**src/design/bdmc_pkg.sv**
```systemverilog
package bdmc_pkg;

    localparam int MAX_DEPTH   = 4;
    localparam int MAX_ENTRIES = 16;
    localparam int MAX_STR_LEN = 512;

    // nesting level runs 0..MAX_DEPTH+1; saved parents live in slots 0..MAX_DEPTH
    localparam int LVL_W = $clog2(MAX_DEPTH + 2);
    localparam int STK_D = MAX_DEPTH + 1;
    localparam int STK_W = (STK_D > 1) ? $clog2(STK_D) : 1;
    localparam int TAL_W = $clog2(MAX_ENTRIES + 1);
    localparam int CNT_W = $clog2(MAX_STR_LEN * 10 + 10);

    localparam logic [15:0] PORT_RESET    = 16'd6881;
    localparam logic [15:0] MIN_LEN_RESET = 16'd10;

    localparam logic CFG_PREFERRED_PORT  = 1'b0;
    localparam logic CFG_MIN_PAYLOAD_LEN = 1'b1;

    localparam logic [7:0] CH_DICT  = 8'h64; // 'd'
    localparam logic [7:0] CH_LIST  = 8'h6C; // 'l'
    localparam logic [7:0] CH_INT   = 8'h69; // 'i'
    localparam logic [7:0] CH_END   = 8'h65; // 'e'
    localparam logic [7:0] CH_COLON = 8'h3A; // ':'
    localparam logic [7:0] CH_ZERO  = 8'h30; // '0'
    localparam logic [7:0] CH_NINE  = 8'h39; // '9'
    localparam logic [7:0] CH_Q     = 8'h71; // 'q'
    localparam logic [7:0] CH_R     = 8'h72; // 'r'
    localparam logic [7:0] CH_Y     = 8'h79; // 'y'

    localparam logic [1:0] MSG_NONE     = 2'd0;
    localparam logic [1:0] MSG_QUERY    = 2'd1;
    localparam logic [1:0] MSG_RESPONSE = 2'd2;
    localparam logic [1:0] MSG_ERROR    = 2'd3;

    localparam logic [3:0] CONF_NONE = 4'd0;
    localparam logic [3:0] CONF_LOW  = 4'd6;
    localparam logic [3:0] CONF_HIGH = 4'd9;

    typedef struct packed {
        logic [7:0]  payload_byte;
        logic        last_byte;
        logic [15:0] dest_port;
        logic        is_udp;
    } t_in_item;

    typedef struct packed {
        logic [1:0] msg_type;
        logic [3:0] confidence_tenths;
    } t_out_item;

endpackage

```
**src/design/bdmc_in_if.sv**
```systemverilog
interface bdmc_in_if;
    logic               valid;
    logic               ready;
    bdmc_pkg::t_in_item payload;

    modport source (output valid, output payload, input ready);
    modport sink   (input valid, input payload, output ready);
endinterface

```
**src/design/bdmc_out_if.sv**
```systemverilog
interface bdmc_out_if;
    logic                valid;
    logic                ready;
    bdmc_pkg::t_out_item payload;

    modport source (output valid, output payload, input ready);
    modport sink   (input valid, input payload, output ready);
endinterface

```
**src/design/bencode_dht_message_classifier.sv**
```systemverilog
// Channel   Dir  Payload                                       Handshake
// i_in      in   payload_byte, last_byte, dest_port, is_udp    valid/ready
// o_out     out  msg_type, confidence_tenths                   valid/ready
// i_cfg_*   in   index 0 preferred_port, 1 min_payload_len     write enable only
//
// One byte per cycle while i_in.ready is high: each accepted byte updates the walk state.
// The verdict of the last byte sits in the output register from the cycle after it is accepted.
// i_in.ready drops only while that register is full and o_out.ready is low.
// Reset is synchronous (i_rst_n low); it ends any packet in progress.
module bencode_dht_message_classifier (
    input  logic               i_clk,
    input  logic               i_rst_n,
    bdmc_in_if.sink            i_in,
    bdmc_out_if.source         o_out,
    input  logic               i_cfg_we,
    input  logic               i_cfg_idx,
    input  logic [15:0]        i_cfg_data
);

    typedef enum logic [1:0] {
        WS_SEARCH,
        WS_FOUND,
        WS_FAIL
    } t_walk;

    typedef enum logic [1:0] {
        SC_NONE,
        SC_INT,
        SC_LEN,
        SC_BODY
    } t_scalar;

    logic [15:0] r_pref_port;
    logic [15:0] r_min_len;

    logic [15:0]               r_byte_cnt, n_byte_cnt;
    t_walk                     r_status, n_status;
    logic [bdmc_pkg::LVL_W-1:0] r_level, n_level;
    t_scalar                   r_mode, n_mode;
    logic [bdmc_pkg::CNT_W-1:0] r_cnt, n_cnt;
    logic                      r_key, n_key;
    logic                      r_target, n_target;
    logic [7:0]                r_type_char, n_type_char;
    logic [15:0]               r_held_port, n_held_port;
    logic                      r_held_udp, n_held_udp;

    // slot at the current level kept in registers; parents are saved on the stack
    logic                      r_cur_dict, n_cur_dict;
    logic [bdmc_pkg::TAL_W-1:0] r_cur_tally, n_cur_tally;
    logic                      r_cur_expect, n_cur_expect;

    logic                      r_stk_dict   [bdmc_pkg::STK_D];
    logic [bdmc_pkg::TAL_W-1:0] r_stk_tally  [bdmc_pkg::STK_D];
    logic                      r_stk_expect [bdmc_pkg::STK_D];

    logic                      push;
    logic [bdmc_pkg::TAL_W-1:0] push_tally;
    logic [bdmc_pkg::STK_W-1:0] push_idx, pop_idx;

    logic                      r_out_valid;
    bdmc_pkg::t_out_item       r_out;

    logic                      accept;
    logic [7:0]                b;
    logic [3:0]                digit;
    logic                      is_digit;
    logic                      first;
    logic                      at_top_key;
    logic                      slot_open;
    logic                      do_done;
    logic [bdmc_pkg::CNT_W+3:0] mul10;
    logic                      ok;
    bdmc_pkg::t_out_item       n_out;

    assign accept     = i_in.valid && i_in.ready;
    assign i_in.ready = !r_out_valid || o_out.ready;
    assign o_out.valid   = r_out_valid;
    assign o_out.payload = r_out;

    assign b        = i_in.payload.payload_byte;
    assign digit    = b[3:0];
    assign is_digit = (b >= bdmc_pkg::CH_ZERO) && (b <= bdmc_pkg::CH_NINE);
    assign first    = (r_byte_cnt == 16'd0);
    assign at_top_key = (r_level == '0) && !r_cur_expect;
    assign slot_open  = !r_cur_dict || !r_cur_expect;
    assign mul10    = {1'b0, r_cnt, 3'b000} + {3'b000, r_cnt, 1'b0}
                    + {{bdmc_pkg::CNT_W{1'b0}}, digit};
    assign push_idx = r_level[bdmc_pkg::STK_W-1:0];
    assign pop_idx  = push_idx - 1'b1;

    always_comb begin
        n_byte_cnt   = (r_byte_cnt != 16'hFFFF) ? r_byte_cnt + 16'd1 : r_byte_cnt;
        n_status     = r_status;
        n_level      = r_level;
        n_mode       = r_mode;
        n_cnt        = r_cnt;
        n_key        = r_key;
        n_target     = r_target;
        n_type_char  = r_type_char;
        n_held_port  = r_held_port;
        n_held_udp   = r_held_udp;
        n_cur_dict   = r_cur_dict;
        n_cur_tally  = r_cur_tally;
        n_cur_expect = r_cur_expect;
        push         = 1'b0;
        push_tally   = r_cur_tally;
        do_done      = 1'b0;

        if (first) begin
            n_status     = (b == bdmc_pkg::CH_DICT) ? WS_SEARCH : WS_FAIL;
            n_level      = '0;
            n_mode       = SC_NONE;
            n_cnt        = '0;
            n_key        = 1'b0;
            n_target     = 1'b0;
            n_type_char  = 8'd0;
            n_held_port  = i_in.payload.dest_port;
            n_held_udp   = i_in.payload.is_udp;
            n_cur_dict   = 1'b1;
            n_cur_tally  = '0;
            n_cur_expect = 1'b0;
        end else if (r_status == WS_SEARCH) begin
            case (r_mode)
                SC_INT: begin
                    if (b == bdmc_pkg::CH_END) begin
                        if (r_cnt == '0) begin
                            n_status = WS_FAIL;
                        end else begin
                            n_mode  = SC_NONE;
                            do_done = 1'b1;
                        end
                    end else begin
                        n_cnt = bdmc_pkg::CNT_W'(1);
                    end
                end
                SC_LEN: begin
                    if (is_digit) begin
                        if (r_cnt <= bdmc_pkg::CNT_W'(bdmc_pkg::MAX_STR_LEN)) begin
                            n_cnt = mul10[bdmc_pkg::CNT_W-1:0];
                        end
                    end else if (b != bdmc_pkg::CH_COLON
                                 || r_cnt > bdmc_pkg::CNT_W'(bdmc_pkg::MAX_STR_LEN)) begin
                        n_status = WS_FAIL;
                    end else if (r_target) begin
                        if (r_cnt != bdmc_pkg::CNT_W'(1)) begin
                            n_status = WS_FAIL;
                        end else begin
                            n_mode = SC_BODY;
                        end
                    end else begin
                        if (at_top_key) begin
                            n_key = (r_cnt == bdmc_pkg::CNT_W'(1));
                        end
                        if (r_cnt == '0) begin
                            n_mode  = SC_NONE;
                            do_done = 1'b1;
                        end else begin
                            n_mode = SC_BODY;
                        end
                    end
                end
                SC_BODY: begin
                    if (r_target) begin
                        n_type_char = b;
                        n_status = (b == bdmc_pkg::CH_Q || b == bdmc_pkg::CH_R
                                    || b == bdmc_pkg::CH_END) ? WS_FOUND : WS_FAIL;
                    end else begin
                        if (at_top_key && b != bdmc_pkg::CH_Y) begin
                            n_key = 1'b0;
                        end
                        n_cnt = r_cnt - 1'b1;
                        if (r_cnt == bdmc_pkg::CNT_W'(1)) begin
                            n_mode  = SC_NONE;
                            do_done = 1'b1;
                        end
                    end
                end
                default: begin
                    // between elements: a new element starts or a container closes
                    if (r_target) begin
                        if (!is_digit) begin
                            n_status = WS_FAIL;
                        end else begin
                            n_mode = SC_LEN;
                            n_cnt  = bdmc_pkg::CNT_W'(digit);
                        end
                    end else if (b == bdmc_pkg::CH_END) begin
                        if (r_level == '0 || !slot_open) begin
                            n_status = WS_FAIL;
                        end else begin
                            n_level      = r_level - 1'b1;
                            n_cur_dict   = r_stk_dict[pop_idx];
                            n_cur_tally  = r_stk_tally[pop_idx];
                            n_cur_expect = r_stk_expect[pop_idx];
                            do_done      = 1'b1;
                        end
                    end else if (r_level > bdmc_pkg::LVL_W'(bdmc_pkg::MAX_DEPTH)) begin
                        n_status = WS_FAIL;
                    end else if (slot_open
                                 && r_cur_tally >= bdmc_pkg::TAL_W'(bdmc_pkg::MAX_ENTRIES)) begin
                        n_status = WS_FAIL;
                    end else begin
                        if (slot_open) begin
                            push_tally  = r_cur_tally + 1'b1;
                            n_cur_tally = push_tally;
                            if (r_level == '0) begin
                                n_key = 1'b0;
                            end
                        end
                        if (b == bdmc_pkg::CH_DICT || b == bdmc_pkg::CH_LIST) begin
                            push         = 1'b1;
                            n_level      = r_level + 1'b1;
                            n_cur_dict   = (b == bdmc_pkg::CH_DICT);
                            n_cur_tally  = '0;
                            n_cur_expect = 1'b0;
                        end else if (b == bdmc_pkg::CH_INT) begin
                            n_mode = SC_INT;
                            n_cnt  = '0;
                        end else if (is_digit) begin
                            n_mode = SC_LEN;
                            n_cnt  = bdmc_pkg::CNT_W'(digit);
                        end else begin
                            n_status = WS_FAIL;
                        end
                    end
                end
            endcase

            // element finished: a dict toggles between key and value
            if (do_done && n_cur_dict) begin
                if (!n_cur_expect) begin
                    n_cur_expect = 1'b1;
                    if (n_level == '0 && n_key) begin
                        n_target = 1'b1;
                    end
                end else begin
                    n_cur_expect = 1'b0;
                end
            end
        end

        ok = n_held_udp && (n_byte_cnt >= r_min_len) && (n_status == WS_FOUND);
        n_out.msg_type          = bdmc_pkg::MSG_NONE;
        n_out.confidence_tenths = bdmc_pkg::CONF_NONE;
        if (ok) begin
            if (n_type_char == bdmc_pkg::CH_Q) begin
                n_out.msg_type = bdmc_pkg::MSG_QUERY;
            end else if (n_type_char == bdmc_pkg::CH_R) begin
                n_out.msg_type = bdmc_pkg::MSG_RESPONSE;
            end else begin
                n_out.msg_type = bdmc_pkg::MSG_ERROR;
            end
            n_out.confidence_tenths = (n_held_port == r_pref_port) ? bdmc_pkg::CONF_HIGH
                                                                   : bdmc_pkg::CONF_LOW;
        end
    end

    always_ff @(posedge i_clk) begin
        if (!i_rst_n) begin
            r_pref_port <= bdmc_pkg::PORT_RESET;
            r_min_len   <= bdmc_pkg::MIN_LEN_RESET;
            r_byte_cnt  <= 16'd0;
            r_status    <= WS_SEARCH;
            r_level     <= '0;
            r_mode      <= SC_NONE;
            r_cnt       <= '0;
            r_key       <= 1'b0;
            r_target    <= 1'b0;
            r_out_valid <= 1'b0;
        end else begin
            if (i_cfg_we) begin
                if (i_cfg_idx == bdmc_pkg::CFG_PREFERRED_PORT) begin
                    r_pref_port <= i_cfg_data;
                end else begin
                    r_min_len <= i_cfg_data;
                end
            end
            if (accept) begin
                // last byte ends the packet; the next item restarts the walk
                r_byte_cnt <= i_in.payload.last_byte ? 16'd0 : n_byte_cnt;
                r_status   <= n_status;
                r_level    <= n_level;
                r_mode     <= n_mode;
                r_cnt      <= n_cnt;
                r_key      <= n_key;
                r_target   <= n_target;
            end
            if (accept && i_in.payload.last_byte) begin
                r_out_valid <= 1'b1;
            end else if (o_out.ready) begin
                r_out_valid <= 1'b0;
            end
        end
    end

    always_ff @(posedge i_clk) begin
        if (accept) begin
            r_type_char  <= n_type_char;
            r_held_port  <= n_held_port;
            r_held_udp   <= n_held_udp;
            r_cur_dict   <= n_cur_dict;
            r_cur_tally  <= n_cur_tally;
            r_cur_expect <= n_cur_expect;
            if (push) begin
                r_stk_dict[push_idx]   <= r_cur_dict;
                r_stk_tally[push_idx]  <= push_tally;
                r_stk_expect[push_idx] <= r_cur_expect;
            end
            if (i_in.payload.last_byte) begin
                r_out <= n_out;
            end
        end
    end

endmodule
```
**src/flat_wrapper.sv**
```systemverilog
// flat-port wrapper written by rule: the top's interface ports become plain ports
module bencode_dht_message_classifier_flat 
  (i_clk, i_rst_n, i_cfg_we, i_cfg_idx, i_cfg_data, i_in_valid, i_in_payload, i_in_ready, o_out_valid, o_out_payload, o_out_ready);
  bdmc_in_if i_in_i ();
  bdmc_out_if o_out_i ();
  input  logic i_clk;
  input  logic i_rst_n;
  input  logic i_cfg_we;
  input  logic i_cfg_idx;
  input  logic [15:0] i_cfg_data;
  input wire logic [$bits(i_in_i.valid)-1:0] i_in_valid;
  input wire logic [$bits(i_in_i.payload)-1:0] i_in_payload;
  output wire logic [$bits(i_in_i.ready)-1:0] i_in_ready;
  output wire logic [$bits(o_out_i.valid)-1:0] o_out_valid;
  output wire logic [$bits(o_out_i.payload)-1:0] o_out_payload;
  input wire logic [$bits(o_out_i.ready)-1:0] o_out_ready;
  assign i_in_i.valid = i_in_valid;
  assign i_in_i.payload = i_in_payload;
  assign i_in_ready = i_in_i.ready;
  assign o_out_valid = o_out_i.valid;
  assign o_out_payload = o_out_i.payload;
  assign o_out_i.ready = o_out_ready;
  bencode_dht_message_classifier u_core (.i_clk(i_clk), .i_rst_n(i_rst_n), .i_in(i_in_i), .o_out(o_out_i), .i_cfg_we(i_cfg_we), .i_cfg_idx(i_cfg_idx), .i_cfg_data(i_cfg_data));
endmodule
```
**config.mk**
```make
export PLATFORM = sky130hd
export DESIGN_NAME = bencode_dht_message_classifier_flat
export DESIGN_NICKNAME = d
export VERILOG_FILES = /design/src/design/bdmc_pkg.sv /design/src/design/bdmc_in_if.sv /design/src/design/bdmc_out_if.sv /design/src/design/bencode_dht_message_classifier.sv /design/src/flat_wrapper.sv
export SDC_FILE = /design/constraint.sdc
export NUM_CORES = 1
export LEC_CHECK = 0
export BUFFER_PORTS_ARGS = -buffer_cell sky130_fd_sc_hd__buf_2
export CORE_AREA = 5 5 140 142
export DETAILED_ROUTE_END_ITERATION = 6
export DIE_AREA = 0 0 145 147
export GPL_TIMING_DRIVEN = 0
export HOLD_SLACK_MARGIN = 0.03
export PLACE_DENSITY = 0.72
export REMOVE_ABC_BUFFERS = 1
export SLEW_MARGIN = 5
export SYNTH_ARGS = -nofsm -noshare
export SYNTH_HDL_FRONTEND = slang
export SYNTH_SLANG_ARGS = --single-unit
```
**constraint.sdc**
```tcl
create_clock -name i_clk -period 4.7 [get_ports i_clk]
set_input_delay 0.235 -clock i_clk [delete_from_list [all_inputs] [get_ports i_clk]]
set_output_delay 0.235 -clock i_clk [all_outputs]
set_load 0.02 [all_outputs]
```
==> impl_metrics.tcl <==
set metrics [dict create \
    outcome "finished clean" \
    maxSlewViolCount 0 \
    yosys_warnings 0 \
    hpwlAfterDp_mm 15.7 \
    crit_arrival_ns 4.35 \
    crit_path_end_kind "register" \
    grt_antenna_before_repair 0 \
    cts_tree "yes" \
    syn_area_per_cell_um2 9.08 \
    grt_max_degree 74 \
    die_area_mm2 0.0213 \
    final-setup-viol-count 0 \
    place_ws_ns 0.311 \
    ir_worst_vdd_uv 249 \
    synth_top_flop_cell "edfxtp_1" \
    drt-pass1-iter-count 5 \
    drive_above_1_share_pct 12.0 \
    globalRouteOverflowTotal 0 \
    finalWeightedCongestion 0.913 \
    crit_start "u_core.r_byte_cnt[6]" \
    numPortBuffers 55 \
    power_leakage_nw 3.97 \
    relSlewSlack_pct 19.9 \
    routed_wl_mm 22.0 \
    htree_num_levels 4 \
    crit_required_ns 4.96 \
    fp.dieH_um 147 \
    grt_pass1_wl_mm 36.4 \
    yosysUniqueCellTypes 84 \
    start_util_pct 49.6 \
    wire_per_inst_um 17.3 \
    start_kind "register" \
    cpPeakStageDelay_ns 0.61 \
    drc 0 \
    drtIter0Drc 822 \
    fin_crit_ns 4.09 \
    final_common_cell "nand2_1" \
    path_clk_slew_ns 0.06 \
    row_count 50 \
    reg2regPathDepth 14 \
    path_cells "and4_1, nand3_1, nor4_2, nor3b_1, nand4_1, xnor2_1, ha_1, a21o_1, a21o_1, a21oi_1, o21ai_0, a21oi_1, or4b_1, a31oi_1" \
    synthCells 1001 \
    p_per_area_mw_per_mm2 302 \
    cts.sinks 142 \
    finalHoldViolCount 0 \
    clk_latency_ns 0.43 \
    final_cell_mix "160 x nand2_1, 71 x edfxtp_1, 71 x dfxtp_1" \
    worstSetupEndpoint "u_core.o_out.payload[5]" \
    grt.total_usage_pct 20.5 \
    timing.final.ws_setup_ns 0.609 \
    finClkSkew_ns 0.00751 \
    worstPathMaxFanout 11 \
    drv_cap 0 \
    fmax_mhz 244 \
    cts_root_buffer "clkbuf_16" \
    r2r_slack_ns 0.61 \
    slowest_stage "or4b_1" \
    syn_to_final_growth_pct 11.2 \
    vias 7612 \
    finalSetupTns_ns 0 \
    worstSetupPathType "register to register" \
    synth-async-reset-ratio_pct 0 \
    postCtsSetupBuffers 0 \
    final_nets 1124 \
    synth-seq-cells 142 \
    min_from "i_cfg_data[7]" \
    grt_pass1_vias 7395 \
    cts.path.max_buffers 2 \
    cts_buffers 17 \
    ios 56 \
    n_antenna_cell 0 \
    worstMarginPinSlew_ns 1.20 \
    r2r_end "u_core.o_out.payload[5]" \
    fin_crit_sh_pct 87.0 \
    rr_startpoint "u_core.r_byte_cnt[6]" \
    worst_hold_path_type "input port to register" \
    ant_nets 0 \
    yosysSeqAreaShare_pct 39.1 \
    synth_area_mm2 0.00909 \
    viasPerCell 5.99 \
    rsz0062_at_grt "no" \
    die_w_um 145 \
    core_mm2 0.0183 \
    synth_edf_count 71 \
]
## worst min-delay path by stage
stage                                       end  slack, ns  cells after the start
after floorplan           u_core.r_pref_port[0]       0.31                      1
after global placement      u_core.r_min_len[4]       0.46                      2
after detailed placement   u_core.r_min_len[10]       0.46                      2
after CTS                 u_core.r_pref_port[7]       0.03                      3
after global routing      u_core.r_pref_port[7]       0.05                      3
final                     u_core.r_pref_port[7]       0.04                      3
## repair_timing
action | 4_1_cts | 5_1_grt
hold buffers | 1 | 0
hold endpoints to repair | 1 | 0
resized for setup | 0 | 1
endpoints found under the setup margin | 0 | 2
## area by class of cell
class,instances,area [um2]
sequential,142,3550
clock buffer,18,429
timing repair buffer,60,355
fill,1671,8230
inverter,52,195
clock inverter,14,181
tap,234,293
multi-input combinational,751,5100
## per-layer routing
layer  global-route usage, %  routed length [um]  vias to the layer above
met4                    5.89                 303                        0
met1                    28.0               10100                     3609
li1                        -                   -                     3709
met3                    3.89                1280                       34
met5                       0                   0                        -
met2                    33.2               10300                      260
## Yosys cell counts (11+ instances only)
cell      instances  area, um2
inv_1            51        191
nor3_1           22        110
nand3_1          32        160
o211ai_1         13       97.6
nand4_1          18        113
or3_1            15       93.8
dfxtp_1          71       1420
nand2_1         160        601
a22oi_1          14        105
a21oi_1          36        180
o21ai_0          36        180
a21o_1           11       82.6
ha_1             50        626
xor2_1           35        307
nor4_1           14       87.6
nor2_1           40        150
clkbuf_1         40        150
nor2b_1          18        113
a21boi_0         34        255
xnor2_1          22        193
a31oi_1          16        100
edfxtp_1         71       2130
## cells by family after synthesis
| kind of cell | after synthesis | synth area share (%) |
|---|---|---|
| multiplexers | 23 | 3.58 |
| AND/OR/NAND/NOR | 384 | 21.1 |
| buffers and inverters | 108 | 4.98 |
| adder cells (fa/ha/maj) | 52 | 7.32 |
| flip-flops | 142 | 39.1 |
| XOR/XNOR | 57 | 5.49 |
| AO/OA/AOI/OAI | 235 | 18.4 |
## flip-flops by register name, indices dropped and copies added (netlist names), 8 cells and up
signal,count
u_core.r_held_port,16
u_core.r_cnt,13
u_core.r_stk_tally,25
u_core.r_min_len,16
u_core.r_pref_port,16
u_core.r_byte_cnt,16
u_core.r_type_char,8
## stage by stage
stage          util, %  instances  power [mW]  hold WS [ns]  instance area, um2
4_1_cts           55.1       1271        3.07        0.0315               10100
6_report          55.1       1271        3.06        0.0377               10100
2_1_floorplan        -        945        1.57         0.307                8830
5_1_grt           55.1       1271        3.16        0.0539               10100
3_3_place_gp      51.3       1234        1.66         0.458                9400
3_5_place_dp      51.7       1238        1.68         0.464                9480
## where the power goes
| part | internal (mW) | switching, mW |
|---|---|---|
| clock network | 0.845 | 0.556 |
| registers | 1.35 | 0.0268 |
| logic | 0.107 | 0.175 |
| total | 2.30 | 0.758 |
## critical path: cells and delay by family, from the launching register on
kind            cells  cell delay [ns]
compound gates      6             0.77
xor+xnor            1             0.09
fa+ha+maj           1             0.31
flops               1             0.54
simple gates        6             2.20
(Power assumes the default switching activity.)
